### config.mk
export PLATFORM = sky130hd
export DESIGN_NAME = i2c_master_byte_controller_unit
export DESIGN_NICKNAME = d
export VERILOG_FILES = /design/src/hw/rtl/i2cmb_pkg.sv /design/src/hw/rtl/i2cmb_front.sv /design/src/hw/rtl/i2cmb_queue.sv /design/src/hw/rtl/i2cmb_engine.sv /design/src/hw/rtl/i2c_master_byte_controller_unit.sv
export SDC_FILE = /design/constraint.sdc
export NUM_CORES = 1
export LEC_CHECK = 0
export ABC_CLOCK_PERIOD_IN_PS = 6000
export BUFFER_PORTS_ARGS = -buffer_cell sky130_fd_sc_hd__buf_2
export CAP_MARGIN = 0
export CORE_MARGIN = 10
export CORE_UTILIZATION = 55
export DETAILED_ROUTE_END_ITERATION = 8
export PLACE_DENSITY = 0.74
export SLEW_MARGIN = 20
export SYNTH_ARGS = -nofsm -noshare
export SYNTH_HDL_FRONTEND = slang
export SYNTH_SLANG_ARGS = --single-unit
### constraint.sdc
create_clock -name clock -period 6 [get_ports clock]
set_clock_uncertainty 0.2 [all_clocks]
set_input_delay 0.6 -clock clock [delete_from_list [all_inputs] [get_ports clock]]
set_output_delay 0.6 -clock clock [all_outputs]
set_load 0.03 [all_outputs]
### src/hw/rtl/i2cmb_pkg.sv
// Shared types and constants for the I2C master byte controller.
// No dependencies; imported by every module of the block.
package i2cmb_pkg;

   localparam int unsigned DIVIDER_BITS = 16;
   localparam int unsigned QUEUE_DEPTH  = 4;
   localparam int unsigned QUEUE_AW     = $clog2(QUEUE_DEPTH);
   localparam int unsigned REQ_BYTES    = 2;
   localparam int unsigned RSP_BYTES    = 2;

   localparam logic [DIVIDER_BITS-1:0] HALF_PERIOD_RESET = DIVIDER_BITS'(250);
   localparam logic [7:0] BYTE_ALL_ONES  = 8'hFF;
   localparam logic [3:0] BIT_COUNT_LOAD = 4'h8;
   localparam logic [3:0] BIT_COUNT_ACK  = 4'hF;
   localparam logic [3:0] BIT_COUNT_ZERO = 4'h0;

   typedef enum logic [2:0] {
      CMD_NONE  = 3'd0,
      CMD_START = 3'd1,
      CMD_STOP  = 3'd2,
      CMD_WRITE = 3'd3,
      CMD_READ  = 3'd4
   } cmd_code_type;

   typedef enum logic [4:0] {
      KIND_NONE  = 5'b00001,
      KIND_START = 5'b00010,
      KIND_STOP  = 5'b00100,
      KIND_WRITE = 5'b01000,
      KIND_READ  = 5'b10000
   } kind_type;

   typedef struct packed {
      kind_type   kind;
      logic [7:0] tx_byte;
      logic       send_ack;
      logic       sda_in;
   } queue_item_type;

   typedef struct packed {
      logic                scl_out;
      logic                sda_out;
      logic                busy_res;
      logic                done_res;
      logic [7:0]          rx_byte;
      logic                ack_seen;
   } result_type;

   typedef struct packed {
      logic                valid;
      logic                full;
      logic [QUEUE_AW:0]   count;
   } queue_status_type;

endpackage

### src/hw/rtl/i2cmb_front.sv
// Front end: registers incoming ticks and classifies the command code.
// Depends on i2cmb_pkg; feeds i2cmb_queue.
module i2cmb_front (
   input  logic                     clock,
   input  logic                     reset,
   input  logic                     req_tvalid,
   output logic                     req_tready,
   input  logic [2:0]               req_cmd,
   input  logic [7:0]               req_tx_byte,
   input  logic                     req_send_ack,
   input  logic                     req_sda_in,
   output logic                     push_valid,
   input  logic                     push_ready,
   output i2cmb_pkg::queue_item_type push_item
);
   import i2cmb_pkg::*;

   logic           valid_ff, valid_in;
   queue_item_type item_ff, item_in;
   kind_type       kind;

   always_comb begin
      unique case (req_cmd)
         CMD_START: kind = KIND_START;
         CMD_STOP:  kind = KIND_STOP;
         CMD_WRITE: kind = KIND_WRITE;
         CMD_READ:  kind = KIND_READ;
         default:   kind = KIND_NONE;
      endcase
   end

   assign req_tready = !valid_ff || push_ready;

   always_comb begin
      valid_in = valid_ff;
      item_in  = item_ff;
      if (req_tvalid && req_tready) begin
         valid_in         = 1'b1;
         item_in.kind     = kind;
         item_in.tx_byte  = req_tx_byte;
         item_in.send_ack = req_send_ack;
         item_in.sda_in   = req_sda_in;
      end else if (push_ready) begin
         valid_in = 1'b0;
      end
   end

   always_ff @(posedge clock) begin
      if (reset) begin
         valid_ff <= 1'b0;
      end else begin
         valid_ff <= valid_in;
      end
      item_ff <= item_in;
   end

   assign push_valid = valid_ff;
   assign push_item  = item_ff;

endmodule

### src/hw/rtl/i2cmb_queue.sv
// Short queue of classified ticks between front end and bus engine.
// Depends on i2cmb_pkg.
module i2cmb_queue (
   input  logic                        clock,
   input  logic                        reset,
   input  logic                        in_valid,
   output logic                        in_ready,
   input  i2cmb_pkg::queue_item_type   in_item,
   output logic                        out_valid,
   input  logic                        out_ready,
   output i2cmb_pkg::queue_item_type   out_item,
   output i2cmb_pkg::queue_status_type status
);
   import i2cmb_pkg::*;

   queue_item_type      slot_ff [QUEUE_DEPTH];
   logic [QUEUE_AW-1:0] wr_ptr_ff, wr_ptr_in;
   logic [QUEUE_AW-1:0] rd_ptr_ff, rd_ptr_in;
   logic [QUEUE_AW:0]   count_ff, count_in;
   logic                full, push, pop;

   assign full      = (count_ff == (QUEUE_AW+1)'(QUEUE_DEPTH));
   assign in_ready  = !full;
   assign out_valid = (count_ff != '0);
   assign out_item  = slot_ff[rd_ptr_ff];
   assign push      = in_valid && !full;
   assign pop       = out_valid && out_ready;

   always_comb begin
      wr_ptr_in = push ? wr_ptr_ff + 1'b1 : wr_ptr_ff;
      rd_ptr_in = pop ? rd_ptr_ff + 1'b1 : rd_ptr_ff;
      count_in  = count_ff;
      if (push && !pop) begin
         count_in = count_ff + 1'b1;
      end else if (pop && !push) begin
         count_in = count_ff - 1'b1;
      end
   end

   always_ff @(posedge clock) begin
      if (reset) begin
         wr_ptr_ff <= '0;
         rd_ptr_ff <= '0;
         count_ff  <= '0;
      end else begin
         wr_ptr_ff <= wr_ptr_in;
         rd_ptr_ff <= rd_ptr_in;
         count_ff  <= count_in;
      end
      if (push) begin
         slot_ff[wr_ptr_ff] <= in_item;
      end
   end

   assign status.valid = out_valid;
   assign status.full  = full;
   assign status.count = count_ff;

endmodule

### src/hw/rtl/i2cmb_engine.sv
// Bus engine: half-period divider, bit sequencer and result register.
// Depends on i2cmb_pkg; drains i2cmb_queue.
module i2cmb_engine (
   input  logic                                clock,
   input  logic                                reset,
   input  logic                                csr_valid,
   input  logic [i2cmb_pkg::DIVIDER_BITS-1:0]  csr_data,
   input  logic                                pop_valid,
   output logic                                pop_ready,
   input  i2cmb_pkg::queue_item_type           pop_item,
   output logic                                rsp_valid,
   input  logic                                rsp_ready,
   output i2cmb_pkg::result_type               rsp_result
);
   import i2cmb_pkg::*;

   typedef enum logic [14:0] {
      PH_IDLE  = 15'b000000000000001,
      PH_ST0   = 15'b000000000000010,
      PH_ST1   = 15'b000000000000100,
      PH_ST2   = 15'b000000000001000,
      PH_SP0   = 15'b000000000010000,
      PH_SP1   = 15'b000000000100000,
      PH_SP2   = 15'b000000001000000,
      PH_W_LO  = 15'b000000010000000,
      PH_W_HI  = 15'b000000100000000,
      PH_WA_LO = 15'b000001000000000,
      PH_WA_HI = 15'b000010000000000,
      PH_R_LO  = 15'b000100000000000,
      PH_R_HI  = 15'b001000000000000,
      PH_RA_LO = 15'b010000000000000,
      PH_RA_HI = 15'b100000000000000
   } phase_type;

   phase_type               phase_ff, phase_in;
   logic [3:0]              bit_count_ff, bit_count_in;
   logic [7:0]              shift_reg_ff, shift_reg_in;
   logic [DIVIDER_BITS-1:0] divider_ff, divider_in;
   logic [DIVIDER_BITS-1:0] half_period_ff;
   logic                    scl_ff, scl_in;
   logic                    sda_ff, sda_in;
   logic                    ack_choice_ff, ack_choice_in;
   logic                    ack_flag_ff, ack_flag_in;
   logic [7:0]              rx_hold_ff, rx_hold_in;
   logic                    rsp_valid_ff, rsp_valid_in;
   result_type              result_ff, result_in;
   logic                    done;
   logic                    step;
   logic [DIVIDER_BITS:0]   limit;
   logic [DIVIDER_BITS:0]   div_next;

   assign pop_ready = !rsp_valid_ff || rsp_ready;
   assign step      = pop_valid && pop_ready;
   assign limit     = (half_period_ff == '0) ? (DIVIDER_BITS+1)'(1)
                                             : {1'b0, half_period_ff};
   assign div_next  = {1'b0, divider_ff} + (DIVIDER_BITS+1)'(1);

   always_comb begin
      phase_in      = phase_ff;
      bit_count_in  = bit_count_ff;
      shift_reg_in  = shift_reg_ff;
      divider_in    = divider_ff;
      scl_in        = scl_ff;
      sda_in        = sda_ff;
      ack_choice_in = ack_choice_ff;
      ack_flag_in   = ack_flag_ff;
      rx_hold_in    = rx_hold_ff;
      done          = 1'b0;
      if (phase_ff == PH_IDLE) begin
         divider_in = '0;
         unique case (pop_item.kind)
            KIND_START: begin
               phase_in = PH_ST0;
               scl_in   = 1'b1;
            end
            KIND_STOP: begin
               phase_in = PH_SP0;
               sda_in   = 1'b0;
            end
            KIND_WRITE: begin
               phase_in     = PH_W_LO;
               shift_reg_in = pop_item.tx_byte;
               bit_count_in = BIT_COUNT_LOAD;
               scl_in       = 1'b0;
               sda_in       = pop_item.tx_byte[7];
            end
            KIND_READ: begin
               phase_in      = PH_R_LO;
               shift_reg_in  = BYTE_ALL_ONES;
               bit_count_in  = BIT_COUNT_LOAD;
               scl_in        = 1'b0;
               sda_in        = 1'b1;
               ack_choice_in = pop_item.send_ack;
            end
            default: begin
            end
         endcase
      end else if (div_next < limit) begin
         divider_in = div_next[DIVIDER_BITS-1:0];
      end else begin
         divider_in = '0;
         unique case (phase_ff)
            PH_ST0: begin
               phase_in = PH_ST1;
               sda_in   = 1'b0;
            end
            PH_ST1: begin
               phase_in = PH_ST2;
               scl_in   = 1'b0;
            end
            PH_ST2: begin
               phase_in     = PH_IDLE;
               sda_in       = 1'b1;
               shift_reg_in = BYTE_ALL_ONES;
               done         = 1'b1;
            end
            PH_SP0: begin
               phase_in = PH_SP1;
               scl_in   = 1'b1;
            end
            PH_SP1: begin
               phase_in = PH_SP2;
               sda_in   = 1'b1;
            end
            PH_SP2: begin
               phase_in = PH_IDLE;
               done     = 1'b1;
            end
            PH_W_LO, PH_R_LO, PH_RA_LO, PH_WA_LO: begin
               unique case (phase_ff)
                  PH_W_LO:  phase_in = PH_W_HI;
                  PH_R_LO:  phase_in = PH_R_HI;
                  PH_RA_LO: phase_in = PH_RA_HI;
                  default:  phase_in = PH_WA_HI;
               endcase
               scl_in       = 1'b1;
               shift_reg_in = {shift_reg_ff[6:0], pop_item.sda_in};
               bit_count_in = bit_count_ff + 4'd1;
               if (phase_ff == PH_WA_LO) begin
                  ack_flag_in = !pop_item.sda_in;
               end
            end
            PH_W_HI: begin
               scl_in = 1'b0;
               if (bit_count_ff == BIT_COUNT_ZERO) begin
                  phase_in     = PH_WA_LO;
                  shift_reg_in = BYTE_ALL_ONES;
                  sda_in       = 1'b1;
                  bit_count_in = BIT_COUNT_ACK;
               end else begin
                  phase_in = PH_W_LO;
                  sda_in   = shift_reg_ff[7];
               end
            end
            PH_R_HI: begin
               scl_in = 1'b0;
               if (bit_count_ff == BIT_COUNT_ZERO) begin
                  phase_in     = PH_RA_LO;
                  rx_hold_in   = shift_reg_ff;
                  sda_in       = !ack_choice_ff;
                  bit_count_in = BIT_COUNT_ACK;
               end else begin
                  phase_in = PH_R_LO;
               end
            end
            PH_WA_HI, PH_RA_HI: begin
               phase_in = PH_IDLE;
               scl_in   = 1'b0;
               sda_in   = 1'b1;
               done     = 1'b1;
            end
            default: begin
               phase_in = PH_IDLE;
            end
         endcase
      end
   end

   always_comb begin
      rsp_valid_in = rsp_valid_ff;
      result_in    = result_ff;
      if (step) begin
         rsp_valid_in       = 1'b1;
         result_in.scl_out  = scl_in;
         result_in.sda_out  = sda_in;
         result_in.busy_res = (phase_in != PH_IDLE);
         result_in.done_res = done;
         result_in.rx_byte  = rx_hold_in;
         result_in.ack_seen = ack_flag_in;
      end else if (rsp_ready) begin
         rsp_valid_in = 1'b0;
      end
   end

   always_ff @(posedge clock) begin
      if (reset) begin
         phase_ff       <= PH_IDLE;
         bit_count_ff   <= BIT_COUNT_ZERO;
         shift_reg_ff   <= BYTE_ALL_ONES;
         divider_ff     <= '0;
         scl_ff         <= 1'b1;
         sda_ff         <= 1'b1;
         ack_choice_ff  <= 1'b0;
         ack_flag_ff    <= 1'b0;
         rx_hold_ff     <= '0;
         half_period_ff <= HALF_PERIOD_RESET;
         rsp_valid_ff   <= 1'b0;
      end else begin
         if (step) begin
            phase_ff      <= phase_in;
            bit_count_ff  <= bit_count_in;
            shift_reg_ff  <= shift_reg_in;
            divider_ff    <= divider_in;
            scl_ff        <= scl_in;
            sda_ff        <= sda_in;
            ack_choice_ff <= ack_choice_in;
            ack_flag_ff   <= ack_flag_in;
            rx_hold_ff    <= rx_hold_in;
         end
         if (csr_valid) begin
            half_period_ff <= csr_data;
         end
         rsp_valid_ff <= rsp_valid_in;
      end
      result_ff <= result_in;
   end

   assign rsp_valid  = rsp_valid_ff;
   assign rsp_result = result_ff;

endmodule

### src/hw/rtl/i2c_master_byte_controller_unit.sv
// I2C master byte controller: each accepted request is one system clock tick
// and yields exactly one response with the SCL/SDA drive levels, busy and done
// flags, the last received byte and the last write acknowledge. One tick is
// accepted every clock unless stalled; a response is offered once its request
// has passed the input register, four-entry queue and result register, and the
// queue lets either side stall on its own. Commands arriving while a command
// runs are dropped. Write the half period register only while no transfer is
// in flight; it takes effect from the next tick; csr_ready is always high.
module i2c_master_byte_controller_unit (
   input  logic                                clock,
   input  logic                                reset,
   input  logic                                req_tvalid,
   output logic                                req_tready,
   // bits 7:0 tx_byte, bit 8 send_ack, bit 9 sda_in, 15:10 zero
   input  logic [8*i2cmb_pkg::REQ_BYTES-1:0]   req_tdata,
   // bits 2:0 cmd
   input  logic [2:0]                          req_tuser,
   output logic                                rsp_tvalid,
   input  logic                                rsp_tready,
   // bit 0 scl_out, 1 sda_out, 2 busy_res, 3 done_res, 11:4 rx_byte,
   // 12 ack_seen, 15:13 zero
   output logic [8*i2cmb_pkg::RSP_BYTES-1:0]   rsp_tdata,
   input  logic                                csr_valid,
   output logic                                csr_ready,
   input  logic [i2cmb_pkg::DIVIDER_BITS-1:0]  csr_data
);
   import i2cmb_pkg::*;

   logic             push_valid, push_ready;
   queue_item_type   push_item;
   logic             pop_valid, pop_ready;
   queue_item_type   pop_item;
   queue_status_type queue_status;
   result_type       result;

   assign csr_ready = 1'b1;

   i2cmb_front u_front (
      .clock        (clock),
      .reset        (reset),
      .req_tvalid   (req_tvalid),
      .req_tready   (req_tready),
      .req_cmd      (req_tuser),
      .req_tx_byte  (req_tdata[7:0]),
      .req_send_ack (req_tdata[8]),
      .req_sda_in   (req_tdata[9]),
      .push_valid   (push_valid),
      .push_ready   (push_ready),
      .push_item    (push_item)
   );

   i2cmb_queue u_queue (
      .clock     (clock),
      .reset     (reset),
      .in_valid  (push_valid),
      .in_ready  (push_ready),
      .in_item   (push_item),
      .out_valid (pop_valid),
      .out_ready (pop_ready),
      .out_item  (pop_item),
      .status    (queue_status)
   );

   i2cmb_engine u_engine (
      .clock      (clock),
      .reset      (reset),
      .csr_valid  (csr_valid && csr_ready),
      .csr_data   (csr_data),
      .pop_valid  (pop_valid),
      .pop_ready  (pop_ready),
      .pop_item   (pop_item),
      .rsp_valid  (rsp_tvalid),
      .rsp_ready  (rsp_tready),
      .rsp_result (result)
   );

   assign rsp_tdata = {3'b000, result.ack_seen, result.rx_byte, result.done_res,
                       result.busy_res, result.sda_out, result.scl_out};

   a_done_not_busy: assert property (@(posedge clock) disable iff (reset)
      rsp_tvalid && rsp_tdata[3] |-> !rsp_tdata[2])
      else $error("done pulse reported while still busy");

   a_queue_bounded: assert property (@(posedge clock) disable iff (reset)
      queue_status.count <= (QUEUE_AW+1)'(QUEUE_DEPTH))
      else $error("queue count beyond depth");

   a_queue_flags: assert property (@(posedge clock) disable iff (reset)
      queue_status.full |-> queue_status.valid && !push_ready)
      else $error("full queue still accepting transfers");

endmodule

# [Word-level counts from Yosys, hierarchy flattened]
# Memory sizes are Yosys's and may differ from the RTL's. A register that Yosys moved wholly into a read port is not among the register bits.
# Index checks and enable logic that the tools add are counted.
[op_classes] n_eq_ne=31 addsub=6 magnitude_cmp=1 shift=0 n_mul=0 reduce_logical=32 bitwise=0 n_div=0 muxes=50
[ops] cell="15-bit one-hot mux with 7 select lines" n=1
[ops] cell="15-bit one-hot mux with 4 select lines" n=1
[ops] cell="8-bit two-way mux" n=7
[ops] cell="16-bit two-way mux" n=3
[ops] cell="15-bit one-hot mux with 3 select lines" n=1
[ops] cell="15-bit two-way mux" n=2
[ops] cell="8-bit one-hot mux with 3 select lines" n=1
[ops] cell="5-bit one-hot mux with 4 select lines" n=1
[ops] cell="16-bit by 1-bit adder with 17-bit output, second input constant" n=1
[ops] cell="17-bit < comparator" n=1
[ops] cell="1-bit two-way mux" n=17
[ops] cell="16-bit zero test" n=1
[ops] cell="4-bit two-way mux" n=4
[ops] cell="8-bit one-hot mux with 2 select lines" n=1
[ops] cell="15-bit by 1-bit == test with 1-bit output, second input constant" n=1
[ops] cell="15-bit by 10-bit == test with 1-bit output, second input constant" n=1
[ops] cell="15-bit by 11-bit == test with 1-bit output, second input constant" n=1
[ops] cell="15-bit by 12-bit == test with 1-bit output, second input constant" n=1
[ops] cell="15-bit by 13-bit == test with 1-bit output, second input constant" n=1
[ops] cell="15-bit by 14-bit == test with 1-bit output, second input constant" n=1
[ops] cell="15-bit == test, second input constant" n=1
[ops] cell="15-bit by 2-bit == test with 1-bit output, second input constant" n=1
[ops] cell="15-bit by 3-bit == test with 1-bit output, second input constant" n=1
[ops] cell="15-bit by 4-bit == test with 1-bit output, second input constant" n=1
[ops] cell="41 further kinds" n=68
[word_totals] n_memories=1 regBits=108 in_bits=40 romBits=0 latch_bits=0 output_inout_bits=19 mem_bits_rw=60 elab_cells=146
[mem_list] memory="u_queue.slot_ff" words=4 word_bits=15 read_ports=1 rd_clocked_by_memory_dff=1 wr=1 line="i2cmb_queue.sv:16" source="queue_item_type slot_ff [QUEUE_DEPTH];"

# [Logic depth before layout (Yosys ltp)]
# Gate-level depths: netlist (run 1).
[logic_depth] word_depth=7 ltp_mapped=15 ltp_nobuf=13

# [By module]
# From an unflattened synthesis (run 1), not the netlist that was laid out.
[hier_totals] hier_cells=762 area_unflattened_um2=8226.6
[by_module_without_submodules] mod="i2cmb_engine" n_inst=1 area_each_um2=4992.3 cells_each=600 seq_area_each_um2=1831.8
[by_module_without_submodules] mod="i2cmb_queue" n_inst=1 area_each_um2=2650.0 cells_each=130 seq_area_each_um2=1981.9
[by_module_without_submodules] mod="i2cmb_front" n_inst=1 area_each_um2=546.8 cells_each=26 seq_area_each_um2=470.5
[by_module_without_submodules] mod="i2c_master_byte_controller_unit" n_inst=1 area_each_um2=37.5 cells_each=6 seq_area_each_um2=0.0

# [Worst setup path after synthesis (run 1)]
# Ideal clock, no wire load.
[synth_timing] path_type="reg-to-reg" startpoint="register u_engine.divider_ff[0]" endpoint="register u_engine.result_ff, in the netlist u_engine.rsp_result[1], data pin" synth_period_minus_slack_ns=3.728 path_buffers=1 arrival_ns=3.269 setup_time_ns=0.260 path_stages_with_launch=14 path_slack_ns=2.272 cell_sequence="dfxtp_1 > ha_1 > nand3_1 > nor3_1 > nand2_1 > xnor2_1 > ha_1 > nand3_1 > nor3_1 > a32oi_1 > nand3_1 > and3_1 > clkbuf_1 > mux2_2"
[synth_between] elab_chain_len=4
[synth_rtl] item="from (decl)" line="i2cmb_engine.sv:38" source="logic [DIVIDER_BITS-1:0] divider_ff, divider_in;"
[synth_rtl] item="from (signal assigned)" line="i2cmb_engine.sv:213" source="divider_ff <= divider_in;"
[synth_rtl] item="16-bit by 1-bit adder with 17-bit output" line="i2cmb_engine.sv:56" source="assign div_next = {1'b0, divider_ff} + (DIVIDER_BITS+1)'(1);"
[synth_rtl] item="17-bit < comparator" line="i2cmb_engine.sv:98" source="end else if (div_next < limit) begin"
[synth_rtl] item="8-bit two-way mux" line="i2cmb_engine.sv:98"
[synth_rtl] item="8-bit two-way mux" line="i2cmb_engine.sv:69" source="if (phase_ff == PH_IDLE) begin"
[synth_rtl] item="net u_engine.rx_hold_in[0]" line="i2cmb_engine.sv:44" source="logic [7:0] rx_hold_ff, rx_hold_in;"
[synth_rtl] item="to (signal assigned)" line="i2cmb_engine.sv:225" source="result_ff <= result_in;"
[synth_rtl] item="to (decl)" line="i2cmb_engine.sv:46" source="result_type result_ff, result_in;"
# The timed path passes the listed nets, and every way through them passes these cells.
# A chain may end at the register's enable or synchronous reset.

# [Final worst setup path (run 1)]
[layout_timing] startpoint="register u_engine.divider_ff[0]" endpoint="register u_engine.shift_reg_ff[2]"
[layout_between] elab_chain_len=4
[layout_rtl] item="16-bit by 1-bit adder with 17-bit output" line="i2cmb_engine.sv:56"
[layout_rtl] item="17-bit < comparator" line="i2cmb_engine.sv:98"
[layout_rtl] item="2-bit by 1-bit inequality test with 1-bit output (no source line)"
[layout_rtl] item="5-bit AND reduction (no source line)"
[layout_rtl] item="to (signal assigned)" line="i2cmb_engine.sv:212" source="shift_reg_ff <= shift_reg_in;"
[layout_rtl] item="to (decl)" line="i2cmb_engine.sv:37" source="logic [7:0] shift_reg_ff, shift_reg_in;"
# Every way passes these cells.

==> results.txt, run 1 <==
WL/cell -> 17.9 µm
Critical path capture point type -> flop
# port buffers -> 48
Core area -> 14400 µm²
Met1 GRT Util -> 20.0%
Commonest cells in the netlist -> edfxtp_1 (88), dfxtp_1 (82), nor2_1 (65)
Post-synth top area share -> 32.9%
Placement Rows -> 44
P_leak -> 0.00335 µW
Status -> completed
RSZ-0062 raised after global routing -> no
IR drop worst, VDD -> 0.314 mV
CTS tree -> yes
Initial antenna violation count -> 0
Crit path time final -> 4.90 ns
Count of pins over their slew limit -> 0
CTS Sinks -> 170
Die W -> 141 µm
Largest family of logic cells by synthesized area -> simple AND/OR/NAND/NOR gates
Met2 usage -> 29.7%
Post-synth EDFFs -> 88
CTS max path bufs -> 2
Total track usage -> 17.4%
Routing usage on met3 -> 4.33%
Area leader, netlist -> edfxtp_1
IO Count -> 59
Tcrit/Tclk final -> 81.7%
Synth async-reset ratio -> 0%
Top FF cell, synth -> edfxtp_1
Grt total ovfl -> 0
Synth Warn # -> 0
1st-iter DRT viols -> 433
Sequential area share after synthesis -> 53.4%
Post-synthesis adder-cell area fraction -> 3.84%
Simple-Gate Fraction of Synth Area -> 17.0%
CP max stage delay -> 0.77 ns
Final setup TNS -> 0 ns
TritonCTS buffer count -> 17
Filler cells -> 1136
H-tree levels -> 4
Die extent in y -> 141 µm
Final Hold Viols -> 0
Placed insts -> 918
Crit-path max FO -> 15
Tot Pwr -> 3390 µW
Syn Inst Count -> 719
Layout cells sized above 1 -> 17.2%
Clock Root Buffer -> clkbuf_16
Die ar. -> 19800 µm²
Largest net degree at the start of global routing -> 39
Mux cell area share after synthesis -> 8.88%
Routed Antenna Nets -> 0
Ant diodes -> 0
Worst Setup Path Type -> flop to flop
Vias -> 5725
Register-to-Register Setup Slack -> 1.10 ns
First-pass GRT wire length -> 28200 µm
Library cells used by synthesis -> 69
# DRC -> 0
Hold slack -> 0.139 ns
Area post-placement -> 8370 µm²
Post-CTS Resized -> 0
Post-CTS setup buffers -> 0
Clock-pin slew on the worst setup and hold paths -> 0.07 ns
Complex-gate fraction of the synthesized area -> 9.95%
First drt pass iteration count -> 5
Cell Area, Synth -> 8020 µm²
GRT busiest layer -> met2
CP Data Required Time -> 6.12 ns
Most frequent cell after synthesis -> edfxtp_1
Vias per cell -> 6.03
Avg Cell Area, Syn -> 11.2 µm²
Final RePlAce weighted congestion -> 0.893
Max-cap viol count -> 0
Startpoint Class -> flop
Final setup vio count -> 0
Routed Wire Length -> 17000 µm
FMAX -> 0.204 GHz
Post-CTS Hold Fix Bufs -> 0
Final layout net count -> 817
Crit path max-delay cell type -> nor3_1
Cell Pwr Density -> 380 nW/µm²
Leading post-synthesis cells by cell area -> edfxtp_1 (33%), dfxtp_1 (20%), mux4_2 (3.9%)
Worst-Margin Slew -> 1.09 ns
P&R area growth vs syn -> 11.5%
Design Area, Final -> 8940 µm²
CP Cell Sequence -> ha_1 > nand3_1 > nor3_1 > xor2_1 > ha_1 > a21oi_1 > o21ai_0 > o221ai_1 > nand3_1 > a21oi_2 > nor2_1 > o31a_1
Number of global-route vias before repair -> 5701
Xor-xnor portion of the synthesized cell area -> 2.84%
Worst EP arrival -> 5.02 ns
Clk_lat worst skew -> 0.43 ns
Initial Utilization -> 55.6%
Slew HR -> 27.0%
HP Class -> input port to flop
Synth Register Bits -> 170
Hpwl dp -> 11900 µm
Layout Cells excl Fill -> 950
==> kinds of logic after synthesis <==
logic type / after synthesis
multiplexers: 52
buffers and inverters: 74
XOR/XNOR: 26
AND/OR/NAND/NOR: 253
adder cells (fa/ha/maj): 24
other: 2
flip-flops: 170
AO/OA/AOI/OAI: 118
==> metrics by stage <==
step,util [%],worst slack [ns]
detailed placement,58.0,1.14
global route,62.0,0.751
finish,62.0,1.10
floorplan,-,2.27
global placement,58.0,1.31
CTS,62.0,1.12
==> critical path: cells and delay by family, from the launching register on <==
family | cells | cell delay [ns]
and+or+nand+nor | 4 | 1.75
adders and majority gates | 2 | 0.69
DFF | 1 | 0.44
xor gates and xnor gates | 1 | 0.18
AOI/OAI and AO/OA | 5 | 1.53
==> report_power, final <==
part / total, µW / switching (µW) / internal, µW
combinational: 897 / 578 / 319
clock: 1060 / 475 / 584
sequential: 1440 / 76.8 / 1360
total: 3390 / 1130 / 2270
==> state kept, by name, summed over array words and instances, names as in the netlist, 3 cells and up, named ones only <==
| register | flops |
|---|---|
| u_engine.shift_reg_ff | 8 |
| u_engine.rsp_result | 13 |
| u_engine.bit_count_ff | 4 |
| u_front.push_item | 15 |
| u_engine.half_period_ff | 16 |
| u_engine.rx_hold_ff | 8 |
| u_engine.divider_ff | 16 |
| u_queue.count_ff | 3 |
| u_engine.phase_ff | 15 |
| u_queue.slot_ff | 60 |
==> path summary, 6_finish.rpt <==
check	startpoint	end	cells past startpoint
worst max-delay path	u_engine.divider_ff[0]$_SDFFE_PP0P_	u_engine.shift_reg_ff[2]$_SDFFE_PP1P_	12
worst min-delay path	req_tdata[7]	u_front.push_item[9]$_DFFE_PP_	1
worst max register to register	u_engine.divider_ff[0]$_SDFFE_PP0P_	u_engine.shift_reg_ff[2]$_SDFFE_PP1P_	12
worst min register to register	u_engine.rsp_valid$_SDFFE_PP0P_	u_engine.rsp_valid$_SDFFE_PP0P_	2
==> placed cells by master, fill, tap and decap left out, types with 17 or more instances in the layout <==
cell	instances
clkbuf_16	17
a21oi_1	32
nor2_1	65
nand2_1	45
nand3_1	30
xnor2_1	18
dfxtp_1	82
ha_1	23
nor3_1	23
edfxtp_1	88
mux2i_1	25
buf_2	48
inv_1	29
==> layer usage <==
layer  vias up  part of all wire (%)
met5         -                     0
met4         0                   2.2
met3        35                   5.5
met2       190                    50
met1      2754                    42
li1       2746                     -
==> area by class of cell <==
cell class | count | area [µm²] | area share [%]
Clock buffer | 19 | 433 | 4.84
Timing Repair Buffer | 57 | 308 | 3.44
Tap cell | 184 | 230 | 2.58
Multi-Input combinational cell | 477 | 3430 | 38.4
Sequential cell | 170 | 4280 | 47.9
Inverter | 30 | 113 | 1.26
Clock inverter | 13 | 139 | 1.55
Note: power is estimated with default switching activity, not from simulation.
==> inputs of run 2 (changes only) <==
--- a/config.mk
+++ b/config.mk
@@ -5,7 +5,7 @@
 export SDC_FILE = /design/constraint.sdc
 export NUM_CORES = 1
 export LEC_CHECK = 0
-export ABC_CLOCK_PERIOD_IN_PS = 6000
+export ABC_CLOCK_PERIOD_IN_PS = 4530
 export BUFFER_PORTS_ARGS = -buffer_cell sky130_fd_sc_hd__buf_2
 export CAP_MARGIN = 0
 export CORE_MARGIN = 10
==> constraint.sdc (replaced) <==
create_clock -name clock -period 4.53 [get_ports clock]
set_clock_uncertainty 0.2 [all_clocks]
set_input_delay 0.453 -clock clock [delete_from_list [all_inputs] [get_ports clock]]
set_output_delay 0.453 -clock clock [all_outputs]
set_load 0.03 [all_outputs]
==> run 2 against run 1 <==
  * First-iteration DRC count rose by 1.8%
  * Clock-buffer cell count rose by 3
  * Fmax rose by 18%
  * Register-to-register slack got worse by 0.72 ns
  * Non-clock buffer count rose by 15
  * Cell area rose by 1.6%
  * Core utilization rose by 1.0 points
  * Clock power rose by 34%
  * Worst hold slack got worse by 0.095 ns
  * Total power rose by 33%
  * Sequential power rose by 33%
  * Largest cell class unchanged
  * Highest routed layer unchanged
==> results.txt, run 2 (synthesized netlist as in run 1, its figures left out) <==
Area of the multi-input gates -> 3430 µm² (unchanged)
Filler cells -> 1124 (was 1136)
IR drop worst, VDD -> 0.346 mV (was 0.314 mV)
Final layout net count -> 832 (was 817)
CTS tree -> yes (unchanged)
Largest net degree at the start of global routing -> 40 (was 39)
Die W -> 141 µm (unchanged)
Tcrit/Tclk final -> 91.8% (was 81.7%)
Final setup vio count -> 0 (unchanged)
Placement Rows -> 44 (unchanged)
Top routing layer in use -> met4 (unchanged)
WL/cell -> 18.0 µm (was 17.9 µm)
Core area -> 14400 µm² (unchanged)
Worst-Margin Slew -> 0.981 ns (was 1.09 ns)
First-pass GRT wire length -> 28300 µm (was 28200 µm)
Worst flop-to-flop path startpoint -> u_engine.divider_ff[2]$_SDFFE_PP0P_ (was u_engine.divider_ff[0]$_SDFFE_PP0P_)
First drt pass iteration count -> 6 (was 5)
Count of pins over their slew limit -> 0 (unchanged)
CTS Sinks -> 170 (unchanged)
Status -> completed (unchanged)
Flip-flop count of the largest register after layout -> 60 (unchanged)
Die extent in y -> 141 µm (unchanged)
Vias per cell -> 5.92 (was 6.03)
Post-route setup slack -> 0.372 ns (was 1.10 ns)
Register-to-Register Setup Slack -> 0.37 ns (was 1.10 ns)
Reg area -> 4280 µm² (unchanged)
CP Data Required Time -> 4.70 ns (was 6.12 ns)
Met3 WL -> 918 µm (was 931 µm)
Post-CTS Resized -> 0 (unchanged)
Clock Root Buffer -> clkbuf_16 (unchanged)
Vias -> 5708 (was 5725)
IO Count -> 59 (unchanged)
# DRC -> 0 (unchanged)
Routed Antenna Nets -> 0 (unchanged)
Hold slack -> 0.0441 ns (was 0.139 ns)
Final RePlAce weighted congestion -> 0.909 (was 0.893)
FMAX -> 0.241 GHz (was 0.204 GHz)
Worst Setup Path Type -> flop to flop (unchanged)
Initial Utilization -> 55.6% (unchanged)
P_leak -> 0.00342 µW (was 0.00335 µW)
Met1 wire length -> 7300 µm (was 7140 µm)
TritonCTS buffer count -> 17 (unchanged)
Cell Pwr Density -> 499 nW/µm² (was 380 nW/µm²)
Dpl ws -> 0.473 ns (was 1.14 ns)
Final setup TNS -> 0 ns (unchanged)
Top Registers -> u_queue.slot_ff: 60 flops, u_engine.divider_ff: 16 flops, u_engine.half_period_ff: 16 flops (unchanged)
Worst EP arrival -> 4.33 ns (was 5.02 ns)
Most common cell after layout, fill and taps aside -> edfxtp_1 (unchanged)
CTS max path bufs -> 2 (unchanged)
Critical path launch point -> u_engine.divider_ff[2]$_SDFFE_PP0P_ (was u_engine.divider_ff[0]$_SDFFE_PP0P_)
H-tree levels -> 4 (unchanged)
Routed Wire Length -> 17400 µm (was 17000 µm)
# port buffers -> 48 (unchanged)
Hold_sp -> csr_data[5] (was req_tdata[7])
Hpwl dp -> 12000 µm (was 11900 µm)
Crit path time final -> 4.16 ns (was 4.90 ns)
1st-iter DRT viols -> 441 (was 433)
Final Hold Viols -> 0 (unchanged)
Critical path capture point type -> flop (unchanged)
HP Class -> input port to flop (unchanged)
Most flop-heavy register -> u_queue.slot_ff (unchanged)
Layout Cells excl Fill -> 965 (was 950)
Clock-pin slew on the worst setup and hold paths -> 0.06 ns (was 0.07 ns)
Max-cap viol count -> 0 (unchanged)
Layout cells sized above 1 -> 17.5% (was 17.2%)
Startpoint Class -> flop (unchanged)
Number of global-route vias before repair -> 5702 (was 5701)
Clk_lat worst skew -> 0.43 ns (about the same)
RSZ-0062 raised after global routing -> no (unchanged)
Slew HR -> 34.4% (was 27.0%)
P&R area growth vs syn -> 13.3% (was 11.5%)
Crit-path max FO -> 12 (was 15)
Die ar. -> 19800 µm² (unchanged)
Initial antenna violation count -> 0 (unchanged)
Most frequent cells in the layout -> edfxtp_1 (88), dfxtp_1 (82), nor2_1 (65), buf_2 (48), nand2_1 (45) (unchanged)
Ant diodes -> 0 (unchanged)
Total track usage -> 17.6% (was 17.4%)
WL met2 -> 8740 µm (was 8590 µm)
Placed insts -> 923 (was 918)
Grt total ovfl -> 0 (unchanged)
==> run 2: changes by cell type in the layout (fill, tap and decap cells not counted), sizes merged <==
cell / delta
dlygate4sd3: +10
buf: +5
clkbuf: +3
clkinv: -2
inv: -1
==> run 2: per-layer routing <==
layer | track usage, % | vias to the layer above
met4 | 8.97 | 0
met2 | 29.5 | 166
li1 | - | 2766
met5 | 0 | -
met3 | 4.67 | 33
met1 | 20.4 | 2743
==> run 2: timing repair <==
action	CTS	global route
hold endpoints to repair	10	0
hold buffers	10	0
setup endpoints to repair	0	0
setup buffers	0	0
==> run 2: area by class of cell <==
| cell class | count | share of cell area (%) |
|---|---|---|
| clock inverter | 10 | 1.16 |
| sequential | 170 | 47.1 |
| tap | 184 | 2.53 |
| timing repair buffer | 72 | 4.90 |
| inverter | 30 | 1.24 |
| clock buffer | 22 | 5.23 |
| multi-input combinational | 477 | 37.8 |
==> run 2: path summary, 6_finish.rpt <==
kind,endpoint,depth (start not counted)
setup reg to reg,u_engine.phase_ff[13]$_SDFFE_PP0P_,14
hold / removal,u_engine.half_period_ff[5]$_SDFFE_PP1P_,3
setup / recovery,u_engine.phase_ff[13]$_SDFFE_PP0P_,14
hold reg to reg,u_engine.rsp_valid$_SDFFE_PP0P_,2
==> run 2: worst max-delay path: stages (launching register included) <==
cell and delay [ns]:
dfxtp_1 0.44, and3_1 0.21, nand3_1 0.16, nor2_1 0.45, nand4_1 0.18, xnor2_1 0.24, ha_1 0.28, nand3_1 0.13
nor3_1 0.07, a32oi_1 0.21, nand3_1 0.34, buf_4 0.31, a21o_1 0.17, a21oi_2 0.46, a22o_1 0.22
==> run 2: metrics by stage <==
stage	instance area (µm²)	total power, µW	util (%)
2_1_floorplan	8030	2800	-
3_3_place_gp	8410	3090	58.3
3_5_place_dp	8410	3140	58.3
4_1_cts	9090	4560	63.0
5_1_grt	9090	4750	63.0
6_report	9090	4530	63.0
==> run 2: where the power goes <==
group	total [µW]	leakage, µW	switching [µW]	internal [µW]
logic	1190	0.00166	758	434
clock network	1420	0.000275	605	814
registers	1920	0.00149	116	1800
total	4530	0.00342	1480	3050
